==> src/sv/ralu_pkg.sv <==
`timescale 1ns / 1ps
// ----------------------------------------------------------------------------
// ralu_pkg
// shared types and constants for the register alu with status flags
// ----------------------------------------------------------------------------
package ralu_pkg;

	// width of the value fields on the ports
	localparam int VALUE_W = 16;
	// width of the request code and register index fields
	localparam int OP_W  = 4;
	localparam int IDX_W = 3;

	// register that comes out of reset with a nonzero value, and that value
	localparam int          SPECIAL_REG = 6;
	localparam logic [31:0] SPECIAL_VAL = 32'h0000_F000;

	// request codes; the unused code acts as read
	typedef enum logic [OP_W-1:0] {
		OP_XCHG  = 4'd0,
		OP_ADD   = 4'd1,
		OP_SUB   = 4'd2,
		OP_MUL   = 4'd3,
		OP_DIV   = 4'd4,
		OP_CMP   = 4'd5,
		OP_NOT   = 4'd6,
		OP_AND   = 4'd7,
		OP_OR    = 4'd8,
		OP_XOR   = 4'd9,
		OP_TEST  = 4'd10,
		OP_SHL   = 4'd11,
		OP_SHR   = 4'd12,
		OP_WRITE = 4'd13,
		OP_READ  = 4'd14
	} op_t;

	// status flags
	typedef struct packed {
		logic z;
		logic n;
		logic c;
		logic o;
	} flags_t;

endpackage

==> src/sv/register_alu_with_flags.sv <==
`timescale 1ns / 1ps
// sequence: after the input transfer the request passes ST_RD, ST_GO, ST_WAIT, ST_WB,
// ST_WB2 (xchg only) and ST_DONE; mul and div wait on the one-bit-per-cycle loop in the execution unit
// throughput: one item at a time; in_ready rises with out_valid, so a new item is taken
// only once the last result is loaded, and later while an earlier result is held
// reset: registers read as zero except register six (0xF000), flags clear; per-entry
// valid bits give these values at once, no clearing pass
// ----------------------------------------------------------------------------
// register_alu_with_flags
// two-register alu with z/n/c/o status flags on a small register file
// ----------------------------------------------------------------------------
module register_alu_with_flags #(
	parameter int NUM_REGS   = 8,
	parameter int DATA_WIDTH = 16
) (
	input  logic                           clk,
	input  logic                           arst_n,
	// request channel
	input  logic                           in_valid,
	output logic                           in_ready,
	input  logic [ralu_pkg::OP_W-1:0]      req_type,
	input  logic [ralu_pkg::IDX_W-1:0]     dst_reg,
	input  logic [ralu_pkg::IDX_W-1:0]     src_reg,
	input  logic [ralu_pkg::VALUE_W-1:0]   write_value,
	// result channel
	output logic                           out_valid,
	input  logic                           out_ready,
	output logic [ralu_pkg::VALUE_W-1:0]   dst_value,
	output logic [ralu_pkg::VALUE_W-1:0]   src_value,
	output logic                           flag_z,
	output logic                           flag_n,
	output logic                           flag_c,
	output logic                           flag_o
);
	import ralu_pkg::*;

	localparam int           W      = DATA_WIDTH;
	localparam int           AW     = $clog2(NUM_REGS);
	localparam logic [AW-1:0] SP_IDX = AW'(SPECIAL_REG % NUM_REGS);
	localparam logic [W-1:0]  SP_VAL = W'(SPECIAL_VAL);

	// sequencer states
	typedef enum logic [6:0] {
		ST_IDLE = 7'b0000001,	// waiting for a request transfer
		ST_RD   = 7'b0000010,	// register file read
		ST_GO   = 7'b0000100,	// start the execution unit
		ST_WAIT = 7'b0001000,	// wait for the execution unit
		ST_WB   = 7'b0010000,	// write destination
		ST_WB2  = 7'b0100000,	// write source (xchg only)
		ST_DONE = 7'b1000000	// load the output register
	} state_t;

	state_t        state_q;
	state_t        state_nx;

	// captured request
	op_t           op_q;
	logic [AW-1:0] di_q;
	logic [AW-1:0] si_q;
	logic [W-1:0]  wv_q;

	// register file storage and its reset tracking
	logic [W-1:0]        mem [NUM_REGS];
	logic [NUM_REGS-1:0] valid_q;
	logic [W-1:0]        d_rd_q;
	logic [W-1:0]        s_rd_q;

	// single write port
	logic          mem_we;
	logic [AW-1:0] mem_wa;
	logic [W-1:0]  mem_wd;

	// operation outcome
	logic [W-1:0]  new_d_q;
	logic          wr_d_q;
	flags_t        status_q;

	// execution unit interface
	logic          ex_start;
	logic          ex_done;
	logic [W-1:0]  ex_res;
	flags_t        ex_flags;

	// values after the operation
	logic [W-1:0]  dst_fin;
	logic [W-1:0]  src_fin;

	// output register
	logic          out_valid_q;
	logic [W-1:0]  dst_out_q;
	logic [W-1:0]  src_out_q;
	flags_t        flg_out_q;

	logic in_xfer;
	logic out_free;

	assign in_ready = (state_q == ST_IDLE);
	assign in_xfer  = in_valid && in_ready;
	assign out_free = !out_valid_q || out_ready;
	assign ex_start = (state_q == ST_GO);

	ralu_exec #(
		.DATA_WIDTH(DATA_WIDTH)
	) u_exec (
		.clk      (clk),
		.arst_n   (arst_n),
		.start    (ex_start),
		.op       (op_q),
		.opa      (d_rd_q),
		.opb      (s_rd_q),
		.flags_in (status_q),
		.done     (ex_done),
		.result   (ex_res),
		.flags_out(ex_flags)
	);

	// next state
	always_comb begin
		state_nx = state_q;
		unique case (state_q)
			ST_IDLE: if (in_xfer) state_nx = ST_RD;
			ST_RD:   state_nx = ST_GO;
			ST_GO:   state_nx = ST_WAIT;
			ST_WAIT: if (ex_done) state_nx = ST_WB;
			ST_WB:   state_nx = (op_q == OP_XCHG) ? ST_WB2 : ST_DONE;
			ST_WB2:  state_nx = ST_DONE;
			ST_DONE: if (out_free) state_nx = ST_IDLE;
			default: state_nx = ST_IDLE;
		endcase
	end

	always_ff @(posedge clk or negedge arst_n) begin
		if (!arst_n) begin
			state_q <= ST_IDLE;
		end else begin
			state_q <= state_nx;
		end
	end

	// capture the request on transfer
	always_ff @(posedge clk) begin
		if (in_xfer) begin
			op_q <= op_t'(req_type);
			di_q <= AW'(dst_reg);
			si_q <= AW'(src_reg);
			wv_q <= W'(write_value);
		end
	end

	// write port: destination first, then source for xchg
	always_comb begin
		mem_we = 1'b0;
		mem_wa = di_q;
		mem_wd = new_d_q;
		if (state_q == ST_WB) begin
			mem_we = wr_d_q;
		end else if (state_q == ST_WB2) begin
			mem_we = 1'b1;
			mem_wa = si_q;
			mem_wd = d_rd_q;
		end
	end

	// register file array, registered reads
	always_ff @(posedge clk) begin
		if (mem_we) begin
			mem[mem_wa] <= mem_wd;
		end
		if (state_q == ST_RD) begin
			// an entry never written reads as its reset value
			if (valid_q[di_q]) begin
				d_rd_q <= mem[di_q];
			end else begin
				d_rd_q <= (di_q == SP_IDX) ? SP_VAL : '0;
			end
			if (valid_q[si_q]) begin
				s_rd_q <= mem[si_q];
			end else begin
				s_rd_q <= (si_q == SP_IDX) ? SP_VAL : '0;
			end
		end
	end

	always_ff @(posedge clk or negedge arst_n) begin
		if (!arst_n) begin
			valid_q <= '0;
		end else if (mem_we) begin
			valid_q[mem_wa] <= 1'b1;
		end
	end

	// pick the destination update once the execution unit is done
	always_ff @(posedge clk) begin
		if (state_q == ST_WAIT && ex_done) begin
			case (op_q) inside
				OP_ADD, OP_SUB, OP_MUL, OP_DIV, OP_NOT, OP_AND, OP_OR, OP_XOR,
				OP_SHL, OP_SHR: begin
					new_d_q <= ex_res;
					wr_d_q  <= 1'b1;
				end
				OP_WRITE: begin
					new_d_q <= wv_q;
					wr_d_q  <= 1'b1;
				end
				OP_XCHG: begin
					new_d_q <= s_rd_q;
					wr_d_q  <= 1'b1;
				end
				default: begin
					new_d_q <= d_rd_q;
					wr_d_q  <= 1'b0;
				end
			endcase
		end
	end

	// status flags: the unit passes them through for operations that keep them
	always_ff @(posedge clk or negedge arst_n) begin
		if (!arst_n) begin
			status_q <= '0;
		end else if (state_q == ST_WAIT && ex_done) begin
			status_q <= ex_flags;
		end
	end

	// register contents after the operation; same index on both sides
	// reports the final value of that one register twice
	assign dst_fin = wr_d_q ? new_d_q : d_rd_q;
	assign src_fin = (si_q == di_q) ? dst_fin : ((op_q == OP_XCHG) ? d_rd_q : s_rd_q);

	// output register, frees the sequencer while a result waits
	always_ff @(posedge clk or negedge arst_n) begin
		if (!arst_n) begin
			out_valid_q <= 1'b0;
		end else if (state_q == ST_DONE && out_free) begin
			out_valid_q <= 1'b1;
		end else if (out_ready) begin
			out_valid_q <= 1'b0;
		end
	end

	always_ff @(posedge clk) begin
		if (state_q == ST_DONE && out_free) begin
			dst_out_q <= dst_fin;
			src_out_q <= src_fin;
			flg_out_q <= status_q;
		end
	end

	assign out_valid = out_valid_q;
	assign dst_value = VALUE_W'(dst_out_q);
	assign src_value = VALUE_W'(src_out_q);
	assign flag_z    = flg_out_q.z;
	assign flag_n    = flg_out_q.n;
	assign flag_c    = flg_out_q.c;
	assign flag_o    = flg_out_q.o;

endmodule

==> src/sv/ralu_exec.sv <==
`timescale 1ns / 1ps
// ----------------------------------------------------------------------------
// ralu_exec
// execution unit: one shared add/subtract path, single-step logic and shift
// operations, shift-add multiply and restoring divide over DATA_WIDTH steps
// ----------------------------------------------------------------------------
module ralu_exec #(
	parameter int DATA_WIDTH = 16
) (
	input  logic                  clk,
	input  logic                  arst_n,
	input  logic                  start,
	input  ralu_pkg::op_t         op,
	input  logic [DATA_WIDTH-1:0] opa,
	input  logic [DATA_WIDTH-1:0] opb,
	input  ralu_pkg::flags_t      flags_in,
	output logic                  done,
	output logic [DATA_WIDTH-1:0] result,
	output ralu_pkg::flags_t      flags_out
);
	import ralu_pkg::*;

	localparam int W  = DATA_WIDTH;
	localparam int CW = $clog2(W + 1);

	logic          run_q;
	logic          done_q;
	op_t           op_q;
	logic [CW-1:0] cnt_q;
	logic [W-1:0]  acc_q;
	logic [W-1:0]  aux_q;
	logic [W-1:0]  b_q;
	logic [W-1:0]  res_q;
	flags_t        flg_q;

	logic [W+1:0]  add_x;
	logic [W+1:0]  add_y;
	logic [W+1:0]  sum;
	logic          add_sub;
	logic [W-1:0]  ovf_v;
	logic [W-1:0]  one_res;
	flags_t        one_flg;
	logic [W-1:0]  mul_acc;
	logic          no_borrow;
	logic [W-1:0]  div_acc;
	logic [W-1:0]  div_quo;

	// shared adder, operands picked by the active operation
	// on a subtract the top bit of sum is set when it borrows
	always_comb begin
		add_x   = {2'b00, opa};
		add_y   = {2'b00, opb};
		add_sub = (op != OP_ADD);
		if (run_q) begin
			if (op_q == OP_MUL) begin
				add_x   = {2'b00, acc_q};
				add_y   = {2'b00, aux_q};
				add_sub = 1'b0;
			end else begin
				// partial remainder shifted left with the next dividend bit
				add_x   = {1'b0, acc_q, aux_q[W-1]};
				add_y   = {2'b00, b_q};
				add_sub = 1'b1;
			end
		end
		sum = add_x + (add_y ^ {(W+2){add_sub}}) + (W+2)'(add_sub);
	end

	assign ovf_v = (opa ^ opb) & (opa ^ sum[W-1:0]);

	// operations finished in one step
	always_comb begin
		one_res = opa;
		one_flg = flags_in;
		case (op) inside
			OP_ADD, OP_SUB: one_res = sum[W-1:0];
			OP_CMP: begin
				one_flg.z = (sum[W-1:0] == '0);
				one_flg.n = sum[W-1];
				one_flg.c = sum[W+1];
				one_flg.o = ovf_v[W-1];
			end
			OP_NOT:  one_res = ~opa;
			OP_AND:  one_res = opa & opb;
			OP_OR:   one_res = opa | opb;
			OP_XOR:  one_res = opa ^ opb;
			OP_TEST: one_flg.z = ((opa & opb) == '0);
			OP_SHL: begin
				one_res   = opa << opb;
				one_flg.z = ((opa << opb) == '0);
				one_flg.n = one_res[W-1];
			end
			OP_SHR: begin
				one_res   = opa >> opb;
				one_flg.z = ((opa >> opb) == '0);
				one_flg.n = one_res[W-1];
			end
			default: ;
		endcase
	end

	// next step of multiply and divide
	assign mul_acc   = b_q[0] ? sum[W-1:0] : acc_q;
	assign no_borrow = ~sum[W+1];
	assign div_acc   = no_borrow ? sum[W-1:0] : {acc_q[W-2:0], aux_q[W-1]};
	assign div_quo   = {aux_q[W-2:0], no_borrow};

	always_ff @(posedge clk or negedge arst_n) begin
		if (!arst_n) begin
			run_q  <= 1'b0;
			done_q <= 1'b0;
			cnt_q  <= '0;
			op_q   <= OP_READ;
		end else if (start) begin
			op_q <= op;
			if (op == OP_MUL || op == OP_DIV) begin
				run_q  <= 1'b1;
				done_q <= 1'b0;
				cnt_q  <= CW'(W);
			end else begin
				done_q <= 1'b1;
			end
		end else if (run_q) begin
			cnt_q <= cnt_q - CW'(1);
			if (cnt_q == CW'(1)) begin
				run_q  <= 1'b0;
				done_q <= 1'b1;
			end
		end else begin
			done_q <= 1'b0;
		end
	end

	always_ff @(posedge clk) begin
		if (start) begin
			acc_q <= '0;
			aux_q <= opa;
			b_q   <= opb;
			res_q <= one_res;
			flg_q <= one_flg;
		end else if (run_q) begin
			if (op_q == OP_MUL) begin
				acc_q <= mul_acc;
				aux_q <= aux_q << 1;
				b_q   <= b_q >> 1;
				res_q <= mul_acc;
			end else begin
				acc_q <= div_acc;
				aux_q <= div_quo;
				res_q <= div_quo;
			end
		end
	end

	assign done      = done_q;
	assign result    = res_q;
	assign flags_out = flg_q;

endmodule
==> config.mk <==
export PLATFORM = sky130hd
export DESIGN_NAME = register_alu_with_flags
export DESIGN_NICKNAME = d
export VERILOG_FILES = /design/src/sv/ralu_pkg.sv /design/src/sv/register_alu_with_flags.sv /design/src/sv/ralu_exec.sv
export SDC_FILE = /design/constraint.sdc
export NUM_CORES = 1
export LEC_CHECK = 0
export BUFFER_PORTS_ARGS = -buffer_cell sky130_fd_sc_hd__buf_2
export CAP_MARGIN = 40
export CORE_MARGIN = 3
export CORE_UTILIZATION = 45
export CTS_CLUSTER_DIAMETER = 60
export DETAILED_ROUTE_END_ITERATION = 8
export GPL_TIMING_DRIVEN = 0
export PLACE_DENSITY = 0.64
export SYNTH_ARGS = -nofsm -noshare
export SYNTH_HDL_FRONTEND = slang
export SYNTH_SLANG_ARGS = --single-unit
==> constraint.sdc <==
create_clock -name clk -period 4.3 [get_ports clk]
set_input_delay 0.43 -clock clk [delete_from_list [all_inputs] [get_ports clk]]
set_output_delay 0.43 -clock clk [all_outputs]
set_load 0.05 [all_outputs]
After elaboration in Yosys (flattened, before gate mapping) --
Memories as Yosys holds them, arrays and structs flattened. A register that Yosys moved wholly into a read port is not among the register bits. Index checks and enable logic that the tools add are counted.
Word-level totals: input port bits 30, memory bits (writable) 128, output and inout port bits 38, bits in registers 210, memories kept 1
Cells by class: bitwise logic cells 9, mux-type cells 92, magnitude comparators 4, equal/unequal tests 31, shift-type cells 2, reductions and logical operators 21, add/sub/neg operators 3
Memory list:
- mem | depth 8, bits a word 16, rd ports 2, clocked after Yosys merged registers in 2, wr ports 1, RTL line register_alu_with_flags.sv:63 | logic [W-1:0] mem [NUM_REGS];
Operators with widths (count):
- 16-bit 2-to-1 mux | 34
- 16-bit logical NOT | 4
- 7-bit case mux with 7 select lines | 1
- 1-bit 2-to-1 mux | 39
- 17-bit 2-to-1 mux | 2
- 16-bit bitwise AND | 2
- 16-bit bitwise XOR | 2
- 7-bit 2-to-1 mux | 4
- 4-bit == test, second input constant | 6
- 17-bit by 18-bit adder with 18-bit output | 1
- 18-bit by 1-bit adder with 18-bit output | 1
- 16-bit by 18-bit bitwise XOR with 18-bit output | 1
- 4-bit by 3-bit == test with 1-bit output, second input constant | 4
- 16-bit NOT | 1
- 16-bit bitwise OR | 1
- 16-bit by 16-bit << shifter with 16-bit output | 1
- 16-bit by 16-bit right shift with 16-bit output | 1
- 5-bit 2-to-1 mux | 3
- 4-bit by 2-bit == test with 1-bit output, second input constant | 3
- 3-bit by 4-bit less-than comparator with 1-bit output, second input constant | 3
- 3-bit 2-to-1 mux | 4
- 11-bit OR reduction | 1
- 10-bit OR reduction | 1
- 8-bit bitwise OR | 1
- 29 further kinds | 41

Depth between registers and ports, before layout --
Gate-level depths: netlist of the first run.
word-level depth 11, mapped depth 18, mapped depth without buffers 15

Modules after synthesis --
A second synthesis of the first run with hierarchy kept.
Second synthesis, totals: cells, all modules 1920, area, all modules 21514.4 µm²
By module, submodules not included:
- register_alu_with_flags | times used 1, area an instance 11970.2 µm², cells each 729
- ralu_exec | times used 1, area an instance 9544.2 µm², cells each 1191

Worst setup path before layout of the first run --
Ideal clock, no wire load.
kind reg-to-reg, start point register u_exec.op_q[2], end point register u_exec.acc_q[14], clock period less this slack 4.253 ns, data arrival time 4.167 ns, data required time 4.214 ns, stages on the path, launching flop included 18, buffers on the path 3, setup slack 0.047 ns, library setup time 0.086 ns, cell sequence dfstp_2 > nand4bb_1 > clkbuf_1 > buf_1 > buf_1 > nand2_1 > o211ai_1 > o21ai_0 > ha_1 > o21a_1 > o31a_1 > o41a_1 > o211a_1 > or3_1 > o311ai_0 > nor2_1 > a211o_1 > a221oi_2
Between the ends: word-level cells in the longest chain between the ends 8
Ends and longest elaborated chain:
- start: declaration | RTL line ralu_exec.sv:28 | op_t op_q;
- start signal: assignment | RTL line ralu_exec.sv:115 | op_q <= op;
- 4-bit by 2-bit == test with 1-bit output (*) | RTL line ralu_exec.sv:55, ralu_exec.sv:142
- 16-bit 2-to-1 mux or 1-bit 2-to-1 mux (tied branches) | RTL line ralu_exec.sv:55 | if (op_q == OP_MUL) begin
- 16-bit 2-to-1 mux or 1-bit 2-to-1 mux (tied branches) | RTL line ralu_exec.sv:54 | if (run_q) begin
- 16-bit by 18-bit bitwise XOR with 18-bit output | RTL line ralu_exec.sv:66 | sum = add_x + (add_y ^ {(W+2){add_sub}}) + (W+2)'(add_sub);
- 17-bit by 18-bit adder with 18-bit output | RTL line ralu_exec.sv:66
- 18-bit by 1-bit adder with 18-bit output | RTL line ralu_exec.sv:66
- 16-bit 2-to-1 mux, on equally long branches | RTL line ralu_exec.sv:105, ralu_exec.sv:103
- 16-bit 2-to-1 mux (*) | RTL line ralu_exec.sv:142 | if (op_q == OP_MUL) begin
- end signal: assignment | RTL line ralu_exec.sv:143 | acc_q <= mul_acc;
- end signal: assignment | RTL line ralu_exec.sv:148 | acc_q <= div_acc;
- end: declaration | RTL line ralu_exec.sv:30 | logic [W-1:0] acc_q;
Mark *: on every way between the ends. The rest lies on a longest branch, timed or not. A chain may end at the register's enable or synchronous reset.

Final worst setup path of the first run --
Ends and elaborated chain as after synthesis.

==> reports/results.txt, run 1 <==
Outcome - finished, final reports clean
I/O Buffers - 67
Die width - 220.5 microns
Met3 Usage GRT - 0.08967
Layout cell share with drive strength beyond 1 - 0.2007
RD Place Congestion - 1.009
DR DRC count - 0
Overall Power - 14.21 mW
Fin area - 24500 sq um
Vias - 18360
Clk slew on worst S/H paths - 0.06 ns
Global-route wire length before repair - 123700 microns
P_leak - 9.018 nW
Met2 global-route usage - 0.5554
Root Buffer - clkbuf_16
Part of the cycle the worst path needs - 0.9863
Clock period minus worst slack - 4.241 ns
Placed Area - 22330 sq um
Required @ worst endpoint - 4.79 ns
Area contributors post-synth - edfxtp_1 42%, mux4_2 8.5%, nand2_1 4.9%
Largest net degree at the start of global routing - 36
Synth Instances - 1997
Area Overhead vs Synth - 18.33%
Top FF cell, synth - edfxtp_1
Setup TNS - 0 ns
Dpl cells - 2698
Share of async-settable or async-resettable flops after synthesis - 0.09012
Hold Path Class - in2reg
Distinct cell type count after synthesis - 92
Area share of the largest cell type after synthesis - 0.4220
Most common cell after layout, fill and taps aside - edfxtp_1
Core area - 44800 sq um
FMAX - 235.8 MHz
Ports - 68
H-tree depth - 2
Post-synth EDFFs - 291
Post-Syn Area per Cell - 10.37 sq um
Grt ovf - 0
Cell Rows - 77
Clk sink count - 344
Multi-input logic area - 10280 sq um
Fill cells - 3980
Normalized max-slew margin - 0.3380
Critical Path Fanout Max - 10
Critical path class - reg2reg
Crit end category - flip-flop
Net Count, Synth - 2078
Clk buf depth - 3
Leading area contributor after synthesis - edfxtp_1
Max Clock Skew - 0.02097 ns
Count of final max-slew check failures - 0
CTS buffer count - 41
RSZ-0062 raised after global routing - true
Power per Cell Area - 580.1 nW/um^2
Total track usage - 0.3553
Antenna violations before repair - 7
Final design utilization - 0.5470
Max-cap violations - 0
Post-route ant nets - 0
Final Hold Viols - 0
Iter 0 DRT Violations - 2252
Synthesis warning total - 0
Clk Latency, worst-skew pair - 0.60 ns
Sequential Area - 9961 sq um
Die Height - 220.5 microns
Post-DR vias/cell - 6.545
Non-Filler Instances - 2805
FF+latch count, synth - 344
Synthesized cell area - 20710 sq um
Final #Nets - 2260
Vias in the first global route - 17760
Most frequent cells in the layout - 291 x edfxtp_1, 267 x nand2_1, 188 x o21ai_0, 183 x nor2_1, 109 x clkbuf_1
VDD IR max - 0.4327 mV
CTS tree - yes
WP data arrival - 4.73 ns
GR peak layer - met2
WL per Instance - 30.79 microns
Post-DP HPWL - 65940 microns
Starting Density - 0.4622
Post-synthesis sequential area ratio - 0.4810
Final wirelength - 86350 microns
Actual slew at the worst max-slew pin - 0.9930 ns
Crit start category - flip-flop
Final setup fails - 0
Global Route met1 Usage - 0.4710
Drt pass-1 iters - 8
Die area - 48630 sq um
cells by family (layout without fill, tap and decap cells):
logic type | count (synthesis) | in the layout | synth area share
muxes | 167 | 167 | 0.1297
other | 0 | 1 | 0
xor gates and xnor gates | 35 | 35 | 0.01480
AOI/OAI and AO/OA | 566 | 566 | 0.1714
DFF | 344 | 344 | 0.4810
adders and majority gates | 51 | 51 | 0.03118
buffers and inverters | 217 | 432 | 0.04060
and+or+nand+nor | 617 | 617 | 0.1314
per-stage QoR:
| stage | setup slack [ns] | hold slack, ns |
|---|---|---|
| final | 0.05901 | 0.02280 |
| after floorplan | 0.04654 | 0.1344 |
| after global routing | -0.03939 | 0.01548 |
| after global placement | -1.601 | 0.4374 |
| after CTS | 0.003860 | 0.001147 |
| after detailed placement | -1.380 | 0.3996 |
state kept, by name, summed over array words and instances (netlist names), 3 cells and up, named ones only:
| signal | cells |
|---|---|
| u_exec.acc_q | 16 |
| status_q | 4 |
| u_exec.aux_q | 16 |
| u_exec.cnt_q | 5 |
| s_rd_q | 16 |
| u_exec.op_q | 4 |
| mem | 128 |
| valid_q | 8 |
| si_q | 3 |
| state_q | 7 |
| u_exec.result | 16 |
| op_q | 4 |
| di_q | 3 |
| d_rd_q | 16 |
| new_d_q | 16 |
| u_exec.b_q | 16 |
| wv_q | 16 |
| src_value | 16 |
| u_exec.flags_out | 4 |
| dst_value | 16 |
cell usage after synthesis (21+ instances only):
master and instances:
o21ai_0 199, o22ai_1 33, o211ai_1 33, ha_1 50
mux4_2 78, nand3_1 31, nor3_1 24, mux2_2 31
mux2i_1 58, a211oi_1 23, nand2_1 268, dfxtp_1 22
xnor2_1 29, inv_1 59, a21oi_1 109, edfxtp_1 291
clkbuf_1 125, buf_1 21, a31oi_1 39, dfrtp_1 27
nor2_1 192
report_power, final:
part / leakage [nW] / switching [mW] / internal (mW) / total, mW
clock: 0.668 / 1.48 / 2.05 / 3.54
sequential: 3.23 / 0.359 / 4.01 / 4.37
combinational: 5.12 / 3.91 / 2.39 / 6.30
total: 9.02 / 5.75 / 8.46 / 14.2
per-layer routing:
metal / vias up / part of all wire
met2: 1040 / 0.45
met4: 6 / 0.053
met1: 9163 / 0.39
met5: - / 0.00046
met3: 243 / 0.10
li1: 7906 / -
layout make-up:
cell class	instances	share of cell area
Clock inverter	23	0.01103
Sequential cell	344	0.4065
Multi-Input combinational cell	1436	0.4196
Tap cell	592	0.03023
Inverter	62	0.009753
Timing Repair Buffer	143	0.04667
Antenna cell	1	0.0001021
Buffer	151	0.03064
Clock buffer	53	0.04545
critical path, cell delays in order, from the launching register on:
cell,delay [ns]
dfstp_2,0.57
nand4bb_4,0.19
buf_8,0.13
buf_8,0.15
buf_6,0.17
nand2_1,0.10
a31oi_4,0.23
ha_1,0.28
nor2b_2,0.17
o31a_1,0.28
o41a_1,0.41
o211a_1,0.32
or3_4,0.35
o311ai_4,0.12
nor2_1,0.09
a211o_1,0.30
a221oi_2,0.29
final timing paths:
| path | start | end | slack (ns) | cells past startpoint |
|---|---|---|---|---|
| max | u_exec.op_q[2] | u_exec.acc_q[14] | 0.06 | 16 |
| min | write_value[0] | wv_q[0] | 0.02 | 1 |
| max reg2reg | u_exec.op_q[2] | u_exec.acc_q[14] | 0.06 | 16 |
| min reg2reg | status_q[2] | flag_n | 0.45 | 0 |
| max in group asynchronous | arst_n | u_exec.op_q[2] | 3.38 | 3 |
| min in group asynchronous | arst_n | out_valid | 0.35 | 2 |
repair_timing:
action	4_1_cts	5_1_grt
setup buffers	19	10
pin swaps	14	15
hold endpoints to repair	11	0
cloned	0	1
endpoints found under the setup margin	36	27
gates resized for setup	90	61
hold buffers	1	0
(Power assumes the default switching activity.)
==> inputs of run 2 (changes only) <==
CELL_PAD_IN_SITES_DETAIL_PLACEMENT = 1   (was default)
CELL_PAD_IN_SITES_GLOBAL_PLACEMENT = 2   (was default)
CORE_UTILIZATION = 38   (was 45)
PLACE_DENSITY = 0.78   (was 0.64)
==> run 2 against run 1 <==
  * Clock power is 5% higher
  * Highest routed layer unchanged
  * Cell area is 1.1% higher
  * Critical path type unchanged
  * Largest cell class unchanged
  * Count of clock-buffer cells in the layout is 8 lower
==> reports/results.txt, run 2 (synthesis results as in run 1) <==
Outcome - finished, final reports clean
Part of the cycle the worst path needs - 0.9960
R2R Setup Slk - 0.02 ns
I/O Buffers - 67
Final setup fails - 0
Final Hold Viols - 0
VDD IR max - 0.4039 mV
Largest Register - mem
R2R Path End - u_exec.flags_out[3]
Hold Path Class - in2reg
Iter 0 DRT Violations - 1919
Fill cells - 5869
Cell Rows - 84
Cell repeated most along the worst path - buf_4
Post-DR vias/cell - 6.318
Vias in the first global route - 18510
Total track usage - 0.3115
Most common cell after layout, fill and taps aside - edfxtp_1
CP Depth - 17
Post-DP HPWL - 67750 microns
Max-cap violations - 0
Drt pass-1 iters - 7
Final #Nets - 2271
Clk sink count - 344
Max FFs per register - 128
Worst path slowest cell - dfstp_2
Largest net degree at the start of global routing - 32
WL per Instance - 31.10 microns
Critical path launch point - u_exec.op_q[1]
FMAX - 233.5 MHz
Clk slew on worst S/H paths - 0.06 ns
Die area - 57330 sq um
Largest delay share family, worst path - compound AO/OA/AOI/OAI gates
Count of final max-slew check failures - 0
Critical path capture point - u_exec.flags_out[3]
Starting Density - 0.3894
Crit start category - flip-flop
P_leak - 9.129 nW
Overall Power - 14.69 mW
Buf+Inv Stages, Crit Path - 6
CP Cell Sequence - nand4bb_1, clkbuf_8, buf_12, clkbuf_16, o211ai_1, o21ai_1, ha_1, buf_4, a211o_4, a221oi_4, o21a_2, buf_6, a2111oi_2, a311oi_2, buf_4, nand4b_1, o41ai_4
Root Buffer - clkbuf_16
RSZ-0062 raised after global routing - true
Clock period minus worst slack - 4.283 ns
R2R depth - 17
Crit end category - flip-flop
Area Overhead vs Synth - 19.58%
Power per Cell Area - 593.2 nW/um^2
WP data arrival - 4.64 ns
R2r startpoint - u_exec.op_q[1]
Antenna violations before repair - 1
Clk buf depth - 3
Ports - 68
H-tree depth - 2
Max Clock Skew - 0.02216 ns
HP Start - write_value[15]
Core area - 53180 sq um
CTS tree - yes
Die Height - 239.4 microns
Actual slew at the worst max-slew pin - 1.011 ns
RD Place Congestion - 0.9919
Global-route wire length before repair - 130200 microns
Most frequent cells in the layout - 291 x edfxtp_1, 266 x nand2_1, 187 x o21ai_0, 181 x nor2_1, 106 x a21oi_1
Clk Latency, worst-skew pair - 0.59 ns
CTS buffer count - 41
Critical path class - reg2reg
Vias - 18400
Normalized max-slew margin - 0.3257
DR DRC count - 0
Setup WS post-layout - 0.01739 ns
Die width - 239.4 microns
Layout cell share with drive strength beyond 1 - 0.2051
DP Worst Slack - -1.787 ns
Largest stage delay, worst path - 0.54 ns
Critical Path Fanout Max - 8
Post-route ant nets - 0
Grt ovf - 0
Final wirelength - 90570 microns
Required @ worst endpoint - 4.66 ns
==> run 2: cell count changes in the layout (fill, tap and decap cells not counted), sizes merged <==
cell         before  now
clkinvlp          3    1
buf             175  183
clkinv           14   21
dlygate4sd3       1    3
bufinv            3    6
clkbuf          171  164
==> run 2: how the worst min path moves through the flow <==
stage                   to  slack, ns  cells after the start
5_1_grt            wv_q[9]      0.009                      1
2_1_floorplan    out_valid       0.13                      0
3_5_place_dp   status_q[3]       0.41                      1
4_1_cts           wv_q[15]      0.003                      1
3_3_place_gp        flag_n       0.43                      0
6_report          wv_q[15]       0.02                      1
==> run 2: layout make-up <==
class / instances / area [sq um] / area share
diodes: 1 / 2.502 / 0.0001011
plain buffers: 151 / 740.7 / 0.02991
clock buffers: 45 / 1061 / 0.04285
clock inverters: 31 / 377.9 / 0.01526
inverters: 62 / 239.0 / 0.009651
multi-input cells: 1436 / 10300 / 0.4160
flip-flops and latches: 344 / 9960 / 0.4022
well taps: 688 / 860.8 / 0.03476
repair buffers: 154 / 1219 / 0.04921
==> run 2: report_power, final <==
group / total (mW) / internal (mW) / switching, mW
logic: 6.63 / 2.51 / 4.12
registers: 4.33 / 4.01 / 0.322
clock network: 3.72 / 2.18 / 1.54
total: 14.7 / 8.70 / 5.99
==> run 2: metal layers <==
metal / wire, microns / vias to the layer above / global-route usage / share of wire
li1: - / 7916 / - / -
met1: 36430 / 9398 / 0.4113 / 0.40
met2: 43060 / 861 / 0.5190 / 0.48
met3: 6685 / 222 / 0.04341 / 0.074
met4: 4375 / 2 / 0.1270 / 0.048
met5: 13 / - / 0 / 0.00014
==> run 2: stage by stage <==
stage                     area [sq um]  cells    util  setup TNS, ns  hold WS [ns]
after floorplan                  20710   1997       -              0        0.1344
after global placement           21900   2752  0.4119         -45.30        0.4330
after detailed placement         22420   2788  0.4216         -37.91        0.4141
after CTS                        24300   2883  0.4569        -0.1346      0.003371
after global routing             24760   2911  0.4656        -0.9508      0.009037
final                            24760   2912  0.4656              0       0.02241
==> run 2: repair_timing <==
item                                    4_1_cts  5_1_grt
pin swaps                                    15       23
setup buffers                                17       20
resized for setup                            83       69
endpoints found under the hold margin        14        0
cloned                                        0        1
endpoints found under the setup margin       36       31
hold buffers                                  3        0
==> inputs of run 3 (changes only) <==
ABC_AREA = 1   (was default)
CORE_UTILIZATION = 34   (was 38)
PLACE_DENSITY = 0.77   (was 0.78)
==> run 3 against run 2 <==
  * Setup slack better by 0.11 ns
  * Area after synthesis increased by 0.36%
  * Fmax grew 2.7%
  * Sequential cell count stayed put
  * Cell area shrank 1.3%
  * Non-clock buffer count shrank 29
==> reports/results.txt, run 3 <==
Post-synth EDFFs - 291
Critical path class - reg2reg
Crit end category - flip-flop
Final wirelength - 94580 microns
Root Buffer - clkbuf_16
Final setup fails - 0
Antenna violations before repair - 1
Combinational Power Share - 0.537
Global-route wire length before repair - 137700 microns
Post-DR vias/cell - 5.651
Worst hold stages - 1
Met3 Usage GRT - 0.04057
WP data arrival - 4.63 ns
Die Height - 253.2 microns
Vias - 20540
I/O Buffers - 67
Switching share of power - 0.4930
Final #Nets - 2906
GR peak layer - met2
Distinct cell type count after synthesis - 48
Largest stage delay, worst path - 0.57 ns
Most common cell after layout, fill and taps aside - nand2_1
Post-synthesis sequential area ratio - 0.4793
Hold Path Class - in2reg
Vias in the first global route - 21020
Largest net degree at the start of global routing - 33
Iter 0 DRT Violations - 1823
Clk buf depth - 3
R2R Setup Slk - 0.13 ns
CTS buffer count - 44
Share of async-settable or async-resettable flops after synthesis - 0.09012
Most frequent cell after synthesis - nand2_1
Normalized max-slew margin - 0.3881
Worst path slowest cell - xor2_1
Max Clock Skew - 0.03075 ns
CP Cell Sequence - clkinv_1, clkbuf_2, o22ai_1, xor2_1, ha_1, nand2_1, o21ai_2, nand4_1, nand2_1, xor2_1, o21ai_0, o21ai_0, nand2_1, nand2_1
Layout cell share with drive strength beyond 1 - 0.09441
FMAX - 239.7 MHz
Cell repeated most along the worst path - nand2_1
Critical Path Fanout Max - 10
Crit start category - flip-flop
Post-route ant nets - 0
Leading area contributor after synthesis - edfxtp_1
Switching Power - 9.381 mW
Synthesized cell area - 20780 sq um
Die width - 253.2 microns
CTS tree - yes
FF+latch count, synth - 344
Sequential Power Share - 0.251
Required @ worst endpoint - 4.75 ns
P_leak - 10.08 nW
Total track usage - 0.2913
Area Overhead vs Synth - 17.57%
Net Count, Synth - 2736
Final Hold Viols - 0
Post-Syn Area per Cell - 7.827 sq um
Count of final max-slew check failures - 0
Cell Rows - 89
Ports - 68
Post-DP HPWL - 72460 microns
Synthesis warning total - 0
H-tree depth - 2
Fill cells - 7266
Max FFs per register - 128
Grt ovf - 0
Synth Instances - 2655
Part of the cycle the worst path needs - 0.9702
Clk Latency, worst-skew pair - 0.59 ns
Internal Power - 9.647 mW
RSZ-0062 raised after global routing - true
Starting Density - 0.3482
Clk sink count - 344
Most frequent cells in the layout - 689 x nand2_1, 411 x o21ai_0, 291 x edfxtp_1, 227 x nor2_1, 215 x inv_1
Power per Cell Area - 778.8 nW/um^2
Met2 global-route usage - 0.4993
Area contributors post-synth - edfxtp_1 42%, nand2_1 12%, o21ai_0 10%
Actual slew at the worst max-slew pin - 0.9179 ns
Synth cell count leaders - 690 x nand2_1, 418 x o21ai_0, 291 x edfxtp_1
Outcome - finished, final reports clean
CP Depth - 14
Max-cap violations - 0
Global Route met1 Usage - 0.3666
VDD IR max - 0.4916 mV
R2R depth - 14
Drt pass-1 iters - 5
Clock Power Share - 0.211
RD Place Congestion - 0.9510
Largest delay share family, worst path - compound AO/OA/AOI/OAI gates
Die area - 64120 sq um
Clk slew on worst S/H paths - 0.06 ns
Hold Slack - 0.04045 ns
Area share of the largest cell type after synthesis - 0.4205
Overall Power - 19.03 mW
WL per Instance - 26.03 microns
Clock period minus worst slack - 4.172 ns
DR DRC count - 0
Largest Register - mem
Top FF cell, synth - edfxtp_1
Core area - 59690 sq um
Buf+Inv Stages, Crit Path - 2
run 3: changes by cell type in the layout (fill, tap and decap cells not counted), sizes merged, moves of 22 or more:
cell / previous run / this run
xnor2: 29 / 7
nand3: 31 / 159
mux2: 31 / 1
inv: 65 / 228
o21ai: 203 / 456
mux4: 78 / 0
nor2: 192 / 240
nand2: 268 / 692
a21oi: 111 / 138
buf: 183 / 134
mux2i: 58 / 0
run 3: what timing repair did:
action / CTS / global route
setup endpoints to repair: 33 / 30
buffers inserted: 1 / 2
resized for setup: 18 / 43
hold endpoints to repair: 47 / 0
pin swaps: 0 / 2
hold buffers: 21 / 0
run 3: final timing paths:
path / start / endpoint
max: s_rd_q[2] / u_exec.result[8]
min: dst_reg[1] / di_q[1]
max reg2reg: s_rd_q[2] / u_exec.result[8]
min reg2reg: u_exec.flags_out[3] / status_q[3]
max in group asynchronous: arst_n / status_q[0]
min in group asynchronous: arst_n / out_valid
run 3: kinds of logic after synthesis:
logic type | Yosys count | share of synthesized area
mux | 1 | 0.0005418
flops | 344 | 0.4793
compound gates | 696 | 0.1789
fa+ha+maj | 51 | 0.03107
simple gates | 1144 | 0.2242
buf+inv | 387 | 0.07165
xor+xnor | 32 | 0.01439
run 3: through the flow:
step / setup slack [ns] / util / cell area (sq um) / TNS (ns) / cells
floorplan: 0.7576 / - / 20790 / 0 / 2655
global placement: -0.6288 / 0.3701 / 22090 / -20.77 / 3495
detailed placement: -0.6479 / 0.3767 / 22490 / -10.20 / 3528
CTS: 0.03584 / 0.4075 / 24320 / 0 / 3631
global route: -0.04151 / 0.4093 / 24430 / -0.1149 / 3633
finish: 0.1283 / 0.4094 / 24430 / 0 / 3634
run 3: layer usage:
metal	vias up	routed length, microns
met3	229	5583
met5	-	0
met4	0	4737
met2	768	44970
met1	10170	39290
li1	9374	-
run 3: power by group through the flow:
| stage | Sequential (mW) | Combinational [mW] | Clock [mW] |
|---|---|---|---|
| after floorplan | 4.57 | 6.13 | 0 |
| after global placement | 4.85 | 9.47 | 0 |
| after detailed placement | 4.83 | 9.73 | 0 |
| after CTS | 4.77 | 9.88 | 4.09 |
| after global routing | 4.80 | 11.1 | 4.25 |
| final | 4.79 | 10.2 | 4.02 |
run 3: area by class of cell:
type                    count  area, sq um  share of cell area
inverters                 235        883.3             0.03615
clock buffers              52         1152             0.04716
repair buffers            125        928.4             0.03800
clock inverters            29        430.4             0.01762
plain buffers             151        636.9             0.02607
multi-input cells        1924         9473              0.3877
well taps                 773        967.2             0.03958
diodes                      1        2.502           0.0001024
flip-flops and latches    344         9960              0.4076
